File: config.mk
export PLATFORM = sky130hd
export DESIGN_NAME = kmp_occurrence_counter
export DESIGN_NICKNAME = d
export VERILOG_FILES = /design/src/rtl/kmpoc_pkg.sv /design/src/rtl/kmp_occurrence_counter.sv
export SDC_FILE = /design/constraint.sdc
export NUM_CORES = 2
export LEC_CHECK = 0
export BUFFER_PORTS_ARGS = -buffer_cell sky130_fd_sc_hd__buf_4
export CAP_MARGIN = 10
export CORE_ASPECT_RATIO = 0.5
export CORE_UTILIZATION = 25
export CTS_CLUSTER_DIAMETER = 60
export CTS_CLUSTER_SIZE = 40
export DETAILED_ROUTE_END_ITERATION = 10
export GPL_TIMING_DRIVEN = 1
export REMOVE_ABC_BUFFERS = 1
export SLEW_MARGIN = 20
export SYNTH_ARGS = -nofsm -noshare
export SYNTH_HDL_FRONTEND = slang
export SYNTH_MEMORY_MAX_BITS = 65536
export SYNTH_SLANG_ARGS = --single-unit
File: constraint.sdc
create_clock -name clk -period 22.4 [get_ports clk]
set_input_delay 0 -clock clk [delete_from_list [all_inputs] [get_ports clk]]
set_output_delay 0 -clock clk [all_outputs]
set_load 0.02 [all_outputs]
File: src/rtl/kmpoc_pkg.sv
// shared constants for the pattern occurrence counter: sizes, command and status codes
// no dependencies
`default_nettype none

package kmpoc_pkg;

	// pattern store depth and count width
	localparam int MAX_PATTERN = 256;
	localparam int COUNT_BITS  = 32;

	// derived widths: index into the stores and a length that can reach the depth
	localparam int IDX_W = $clog2(MAX_PATTERN);
	localparam int LEN_W = $clog2(MAX_PATTERN + 1);

	// field widths of the stream items
	localparam int CMD_W    = 2;
	localparam int SYM_W    = 8;
	localparam int STATUS_W = 2;
	localparam int TOTAL_W  = 32;

	// command codes
	localparam logic [CMD_W-1:0] CMD_CLEAR  = 2'd0;
	localparam logic [CMD_W-1:0] CMD_APPEND = 2'd1;
	localparam logic [CMD_W-1:0] CMD_TEXT   = 2'd2;

	// status codes
	localparam logic [STATUS_W-1:0] STATUS_OK    = 2'd0;
	localparam logic [STATUS_W-1:0] STATUS_FULL  = 2'd1;
	localparam logic [STATUS_W-1:0] STATUS_EMPTY = 2'd2;

	// saturation limit of the occurrence count
	localparam logic [COUNT_BITS-1:0] COUNT_MAX = {COUNT_BITS{1'b1}};

endpackage

`default_nettype wire

File: src/rtl/kmp_occurrence_counter.sv
// pattern occurrence counter: prefix-function matcher over a byte stream
// pattern and failure entries held in two synchronous memories; uses kmpoc_pkg
//
// usage
//   slave channel carries commands: clear, append a pattern byte, or a text byte
//   master channel returns exactly one result per command: match flag,
//   running occurrence total and a status code
//   clear, dropped appends, the first append, text with an empty pattern and
//   unused codes go from the idle state straight to the emit state, which
//   loads the output register once it is free; other appends and text bytes
//   pass through the walk state first, following failure links, each one a
//   memory read whose registered read data addresses the next read; links
//   average at most one per text byte
//   one command is processed at a time; the next one is taken while a result
//   still waits in the output register, and processing stalls before writing
//   the output register until the receiver takes the earlier result
//   reset empties the pattern and zeroes the partial match and the count; the
//   memories are not cleared, only entries written since the last clear are read
//   the count saturates at its maximum
`default_nettype none

module kmp_occurrence_counter (
	input  wire logic        clk,
	input  wire logic        arst_n,
	// command stream
	input  wire logic        s_tvalid,
	output logic             s_tready,
	input  wire logic [7:0]  s_tdata,  // [7:0] symbol
	input  wire logic [1:0]  s_tuser,  // [1:0] cmd
	// result stream
	output logic             m_tvalid,
	input  wire logic        m_tready,
	output logic [31:0]      m_tdata,  // [31:0] match_total
	output logic [2:0]       m_tuser   // [0] match, [2:1] status
);
	import kmpoc_pkg::*;

	// control states
	localparam logic [1:0] ST_IDLE = 2'd0;
	localparam logic [1:0] ST_EVAL = 2'd1;
	localparam logic [1:0] ST_EMIT = 2'd2;

	logic [1:0] state_q;

	// pattern and failure memories
	logic [SYM_W-1:0] pat_mem [MAX_PATTERN];
	logic [LEN_W-1:0] fail_mem [MAX_PATTERN];
	logic [SYM_W-1:0] pat_rd_q;
	logic [LEN_W-1:0] fail_rd_q;
	logic [IDX_W-1:0] pat_raddr;
	logic [IDX_W-1:0] fail_raddr;
	logic             wr_en;
	logic [IDX_W-1:0] wr_addr;
	logic [SYM_W-1:0] wr_sym;
	logic [LEN_W-1:0] wr_fail;

	// scalar state
	logic [LEN_W-1:0]      pat_len_q;
	logic [LEN_W-1:0]      build_prefix_q;
	logic [LEN_W-1:0]      matched_q;
	logic [COUNT_BITS-1:0] count_q;

	// current command and walk position
	logic [CMD_W-1:0] cmd_q;
	logic [SYM_W-1:0] sym_q;
	logic [LEN_W-1:0] j_q;

	// pending result
	logic                res_match_q;
	logic [STATUS_W-1:0] res_status_q;

	// output register
	logic                m_tvalid_q;
	logic [TOTAL_W-1:0]  total_out_q;
	logic                match_out_q;
	logic [STATUS_W-1:0] status_out_q;

	logic             s_xfer;
	logic             out_free;
	logic             sym_eq;
	logic [LEN_W-1:0] j_next;
	logic [LEN_W-1:0] j_start;
	logic [LEN_W-1:0] walk_j;

	assign s_tready = (state_q == ST_IDLE);
	assign s_xfer   = s_tvalid && s_tready;
	assign out_free = !m_tvalid_q || m_tready;

	// comparison against the stored byte at the current walk position
	assign sym_eq = (sym_q == pat_rd_q);
	assign j_next = j_q + LEN_W'(1);

	// starting point of a walk: last failure entry for appends, partial match for text
	assign j_start = (s_tuser == CMD_APPEND) ? build_prefix_q : matched_q;

	// read addresses: start of a walk, or the failure link just read
	always_comb begin
		walk_j = (state_q == ST_EVAL) ? fail_rd_q : j_start;
		pat_raddr  = walk_j[IDX_W-1:0];
		fail_raddr = IDX_W'(walk_j - LEN_W'(1));
	end

	// write port: first pattern byte at transfer, later ones at the end of the walk
	always_comb begin
		wr_en   = 1'b0;
		wr_addr = pat_len_q[IDX_W-1:0];
		wr_sym  = sym_q;
		wr_fail = '0;
		if (s_xfer && s_tuser == CMD_APPEND && pat_len_q == '0) begin
			wr_en  = 1'b1;
			wr_sym = s_tdata;
		end else if (state_q == ST_EVAL && cmd_q == CMD_APPEND
		             && (sym_eq || j_q == '0)) begin
			wr_en   = 1'b1;
			wr_fail = sym_eq ? j_next : '0;
		end
	end

	// memories: synchronous read, one write port each
	always_ff @(posedge clk) begin
		if (wr_en) begin
			pat_mem[wr_addr]  <= wr_sym;
			fail_mem[wr_addr] <= wr_fail;
		end
		pat_rd_q  <= pat_mem[pat_raddr];
		fail_rd_q <= fail_mem[fail_raddr];
	end

	// command sequencing and state update
	always_ff @(posedge clk or negedge arst_n) begin
		if (!arst_n) begin
			state_q        <= ST_IDLE;
			pat_len_q      <= '0;
			build_prefix_q <= '0;
			matched_q      <= '0;
			count_q        <= '0;
		end else begin
			case (state_q)
				ST_IDLE: begin
					if (s_xfer) begin
						state_q <= ST_EMIT;
						case (s_tuser)
							CMD_CLEAR: begin
								pat_len_q      <= '0;
								build_prefix_q <= '0;
								matched_q      <= '0;
								count_q        <= '0;
							end
							CMD_APPEND: begin
								if (pat_len_q == LEN_W'(MAX_PATTERN)) begin
									state_q <= ST_EMIT;
								end else if (pat_len_q == '0) begin
									build_prefix_q <= '0;
									pat_len_q      <= LEN_W'(1);
								end else begin
									state_q <= ST_EVAL;
								end
							end
							CMD_TEXT: begin
								if (pat_len_q != '0) begin
									state_q <= ST_EVAL;
								end
							end
							default: begin
								state_q <= ST_EMIT;
							end
						endcase
					end
				end
				ST_EVAL: begin
					if (sym_eq || j_q == '0) begin
						state_q <= ST_EMIT;
						if (cmd_q == CMD_APPEND) begin
							build_prefix_q <= sym_eq ? j_next : '0;
							pat_len_q      <= pat_len_q + LEN_W'(1);
						end else if (sym_eq && j_next == pat_len_q) begin
							// whole pattern seen: fall back by the last failure entry
							matched_q <= build_prefix_q;
							if (count_q != COUNT_MAX) begin
								count_q <= count_q + COUNT_BITS'(1);
							end
						end else begin
							matched_q <= sym_eq ? j_next : '0;
						end
					end
				end
				ST_EMIT: begin
					if (out_free) begin
						state_q <= ST_IDLE;
					end
				end
				default: begin
					state_q <= ST_IDLE;
				end
			endcase
		end
	end

	// command, walk position and pending result
	always_ff @(posedge clk) begin
		if (s_xfer) begin
			cmd_q        <= s_tuser;
			sym_q        <= s_tdata;
			j_q          <= j_start;
			res_match_q  <= 1'b0;
			res_status_q <= STATUS_OK;
			if (s_tuser == CMD_APPEND && pat_len_q == LEN_W'(MAX_PATTERN)) begin
				res_status_q <= STATUS_FULL;
			end else if (s_tuser == CMD_TEXT && pat_len_q == '0) begin
				res_status_q <= STATUS_EMPTY;
			end
		end else if (state_q == ST_EVAL) begin
			if (!sym_eq && j_q != '0) begin
				j_q <= fail_rd_q;
			end else if (cmd_q == CMD_TEXT && sym_eq && j_next == pat_len_q) begin
				res_match_q <= 1'b1;
			end
		end
	end

	// output register: loaded when the result is ready and the slot is free
	always_ff @(posedge clk or negedge arst_n) begin
		if (!arst_n) begin
			m_tvalid_q <= 1'b0;
		end else if (state_q == ST_EMIT && out_free) begin
			m_tvalid_q <= 1'b1;
		end else if (m_tready) begin
			m_tvalid_q <= 1'b0;
		end
	end

	// output payload
	always_ff @(posedge clk) begin
		if (state_q == ST_EMIT && out_free) begin
			total_out_q  <= TOTAL_W'(count_q);
			match_out_q  <= res_match_q;
			status_out_q <= res_status_q;
		end
	end

	assign m_tvalid = m_tvalid_q;
	assign m_tdata  = total_out_q;
	assign m_tuser  = {status_out_q, match_out_q};

endmodule

`default_nettype wire

==> out/results.tsv <==
stage	metric	value	unit
job	maxCapViolations	0	
finish	stdcell_area	202000	sq um
floorplanning	row_count	217	
finish	final_cells	19900	
routing	wirelength	608000	um
sta	tightest_slew	1.32	ns
sta	relSlewSlack	11.9	%
clocking	root_buffer	clkbuf_16	
run_status	status	completed	
synthesis	yosysSeqAreaShare	76.3	%
global_route	grt_pass1_vias	99400	
placement	portBuffers	50	
global_route	grt_pass1_wl	827000	um
power	vdd_drop_max	0.151	mV
sta	fin_crit	8.31	ns
critical_path	r2r_start	state_q[1]$_DFFE_PN0P_	
routing	routedWlPerCell	30.6	um
critical_path	cp-end-kind	flip-flop	
clocking	cts_htree_levels	5	
worst_hold_path	min_path_type	in -> async	
routing	via_count	105000	
sta	drv_slew	0	
floorplanning	die_h	595	um
sta	finalSetupViolations	0	
placement	post-dp-hpwl	364000	um
synthesis	syn_area_per_cell	17.6	sq um
power	power_density	119	nW/um^2
synthesis	synth_edf_count	4408	
routing	viasPerCell	5.30	
synthesis	ys_ff_latch	4488	
floorplanning	die_width	1190	um
floorplanning	ioPinCount	51	
critical_path	arrival	9.17	ns
critical_path	path_class	reg -> reg	
critical_path	ff2ff_path_depth	16	
finish	final_util	28.9	%
synthesis	synth_cells	9980	
power	power_switching	9.50	mW
power	swShare	39.4	%
synthesis	ys_types	110	
floorplanning	die-area	708000	sq um
global_route	grt_max_degree	193	
power	combPwrFrac	33.4	%
finish	area_growth	15.0	%
power	power.internal	14.6	mW
clocking	clockBufferDepth	4	
routing	ant_nets	0	
sta	fmax	120	MHz
floorplanning	core	700000	sq um
clocking	cts_tree	done	
power	power	24.1	mW
sta	post-route-period-util	37.1	%
critical_path	rrSetupSlack	14.09	ns
sta	fin_skew	0.0716	ns
critical_path	cp_max_fo	132	
placement	gp_congestion	0.937	
clocking	numCtsBuffers	306	
power	clkPwrFrac	26.8	%
finish	multi_input_area	39600	sq um
synthesis	async_flop_share	1.38	%
routing	dr.pass1.iters	6	
critical_path	timing.rr.end	fail_rd_q[0]$_DFF_P_	
floorplanning	start_util	25.1	%
placement	dp_cells	19200	
synthesis	syn_area	176000	sq um
sta	finalHoldViolations	0	
sta	rsz0062_at_grt	false	
routing	drtIter0Drc	16700	
clocking	clk_latency	1.02	ns
finish	nNetsFinal	10300	
synthesis	yosysWarnings	0	
global_route	antenna_found_initial	41	
power	pwr-share-seq	39.8	%
finish	nFillCells	68400	
global_route	grt_usage	16.4	%
synthesis	synthFlopType	edfxtp_1	
finish	regArea	134000	sq um
placement	placed_cell_area	190000	sq um
finish	final_layout_size_suffix_gt1_share	19.8	%
critical_path	crit_required	23.26	ns
global_route	grt-ovfl-total	0	
critical_path	critical_path.startpoint_type	flip-flop	
routing	drc_errors	0	
power	power_leakage	57.9	nW
clocking	cts.sinks	4488	
clocking	cts.reportedPaths.clkPinSlew	0.08	ns
## power by group through the flow
stage	sequential, mW	clock (mW)	combinational (mW)
after floorplan	9.78	0	5.13
after global placement	9.78	0	7.55
after detailed placement	9.78	0	7.65
after CTS	9.59	6.49	7.67
after global routing	9.59	6.78	8.05
final	9.59	6.45	8.05
## synth_stat cells (66+ instances only)
library cell | count | area [sq um]
nand3_1 | 323 | 1620
nor2_1 | 460 | 1730
nand2_1 | 938 | 3520
a31oi_1 | 116 | 726
o221ai_1 | 175 | 1530
buf_2 | 233 | 1170
a21oi_1 | 253 | 1270
clkbuf_1 | 241 | 905
a211oi_1 | 119 | 893
buf_4 | 68 | 510
mux2i_1 | 344 | 3440
mux4_2 | 521 | 11700
a221oi_1 | 98 | 858
edfxtp_1 | 4408 | 132000
o21ai_0 | 193 | 966
o22ai_1 | 329 | 2060
a22oi_1 | 66 | 495
## timing repair
| item | 4_1_cts | 5_1_grt |
|---|---|---|
| hold endpoints to repair | 461 | 0 |
| hold buffers | 26 | 0 |
| setup buffers | 0 | 0 |
| resized for setup | 0 | 0 |
## critical path: stages, from the launching register on
cell	delay [ns]
dfrtp_1	0.63
nand2b_4	0.76
mux2i_4	0.62
clkinv_2	0.53
ha_4	0.43
inv_1	0.20
xnor2_1	0.24
a21oi_4	0.27
buf_12	0.56
buf_4	0.83
buf_4	0.50
mux2i_1	0.45
a32oi_1	0.10
nand4_1	0.47
o2111ai_1	0.46
nor4_1	0.76
nor4_1	0.13
## stage by stage
step | worst slack [ns] | TNS, ns | hold slack (ns)
after floorplan | -47.55 | -608.10 | -0.296
after global placement | 13.41 | 0 | 0.199
after detailed placement | 14.39 | 0 | 0.199
after CTS | 14.38 | 0 | 0.0552
after global routing | 14.15 | 0 | 0.132
final | 14.09 | 0 | 0.0900
## routing by layer
layer	up-vias	wire length (um)	global-route usage, %	share of wire, %
li1	41100	-	-	-
met1	55100	225000	21.3	37
met2	7471	263000	24.3	43
met3	1516	81200	5.23	13
met4	20	38900	9.15	6.4
met5	-	137	0	0.023
## cell families after synthesis
kind of cell | after synthesis | synth area share, %
compound gates | 1795 | 7.17
flops | 4488 | 76.3
fa+ha+maj | 11 | 0.0782
simple gates | 2023 | 5.03
xor+xnor | 58 | 0.336
mux | 907 | 8.93
buf+inv | 698 | 2.17
## sequential cells by signal (all words and copies together), names as in the netlist
name and flops:
state_q 2, m_tdata 32, pat_len_q 9, match_out_q 1, status_out_q 2, res_match_q 1
m_tvalid 1, build_prefix_q 9, fail_mem 2304, pat_mem 2048, pat_rd_q 8, matched_q 9
j_q 9, fail_rd_q 9, count_q 32, res_status_q 2, cmd_q 2, sym_q 8
## cell type report
cell class | instances | area share, %
antenna | 55 | 0.0680
clock buffer | 318 | 3.87
clock inverter | 251 | 1.83
inverter | 34 | 0.0711
multi-input combinational | 4794 | 19.6
sequential | 4488 | 66.3
tap | 9307 | 5.75
timing repair buffer | 615 | 2.51
## cells in the final DEF (no fill, tap or decap), types with 22 or more instances in the layout
cell type	n
mux2_2	22
inv_12	40
nand4_1	41
o21ai_0	188
nor4_1	25
a311oi_1	37
a32oi_1	25
edfxtp_1	4408
o211ai_1	48
buf_12	24
a31oi_1	115
a211oi_1	115
nor2_1	228
nor2_2	184
clkinv_8	61
clkbuf_16	312
and3_1	45
inv_16	33
o22ai_1	329
a221oi_1	95
nor3_1	51
xor2_1	31
inv_6	31
o221ai_1	174
buf_4	552
a22o_1	31
inv_1	31
mux2i_1	344
nand3_1	316
mux4_2	521
diode_2	55
o31ai_1	25
nor2_4	52
a21oi_1	243
inv_8	33
dlygate4sd3_1	25
nand2_1	919
a22oi_1	66
dfrtp_1	62
## worst max-delay path by stage
| stage | to | start | cells past startpoint |
|---|---|---|---|
| floorplan | fail_rd_q[3]$_DFF_P_ | state_q[1]$_DFFE_PN0P_ | 13 |
| global placement | pat_rd_q[2]$_DFF_P_ | state_q[0]$_DFFE_PN0P_ | 12 |
| detailed placement | fail_rd_q[2]$_DFF_P_ | state_q[1]$_DFFE_PN0P_ | 15 |
| CTS | fail_rd_q[2]$_DFF_P_ | state_q[1]$_DFFE_PN0P_ | 15 |
| global route | pat_rd_q[3]$_DFF_P_ | state_q[0]$_DFFE_PN0P_ | 13 |
| finish | fail_rd_q[0]$_DFF_P_ | state_q[1]$_DFFE_PN0P_ | 16 |
(Power assumes the default switching activity.)
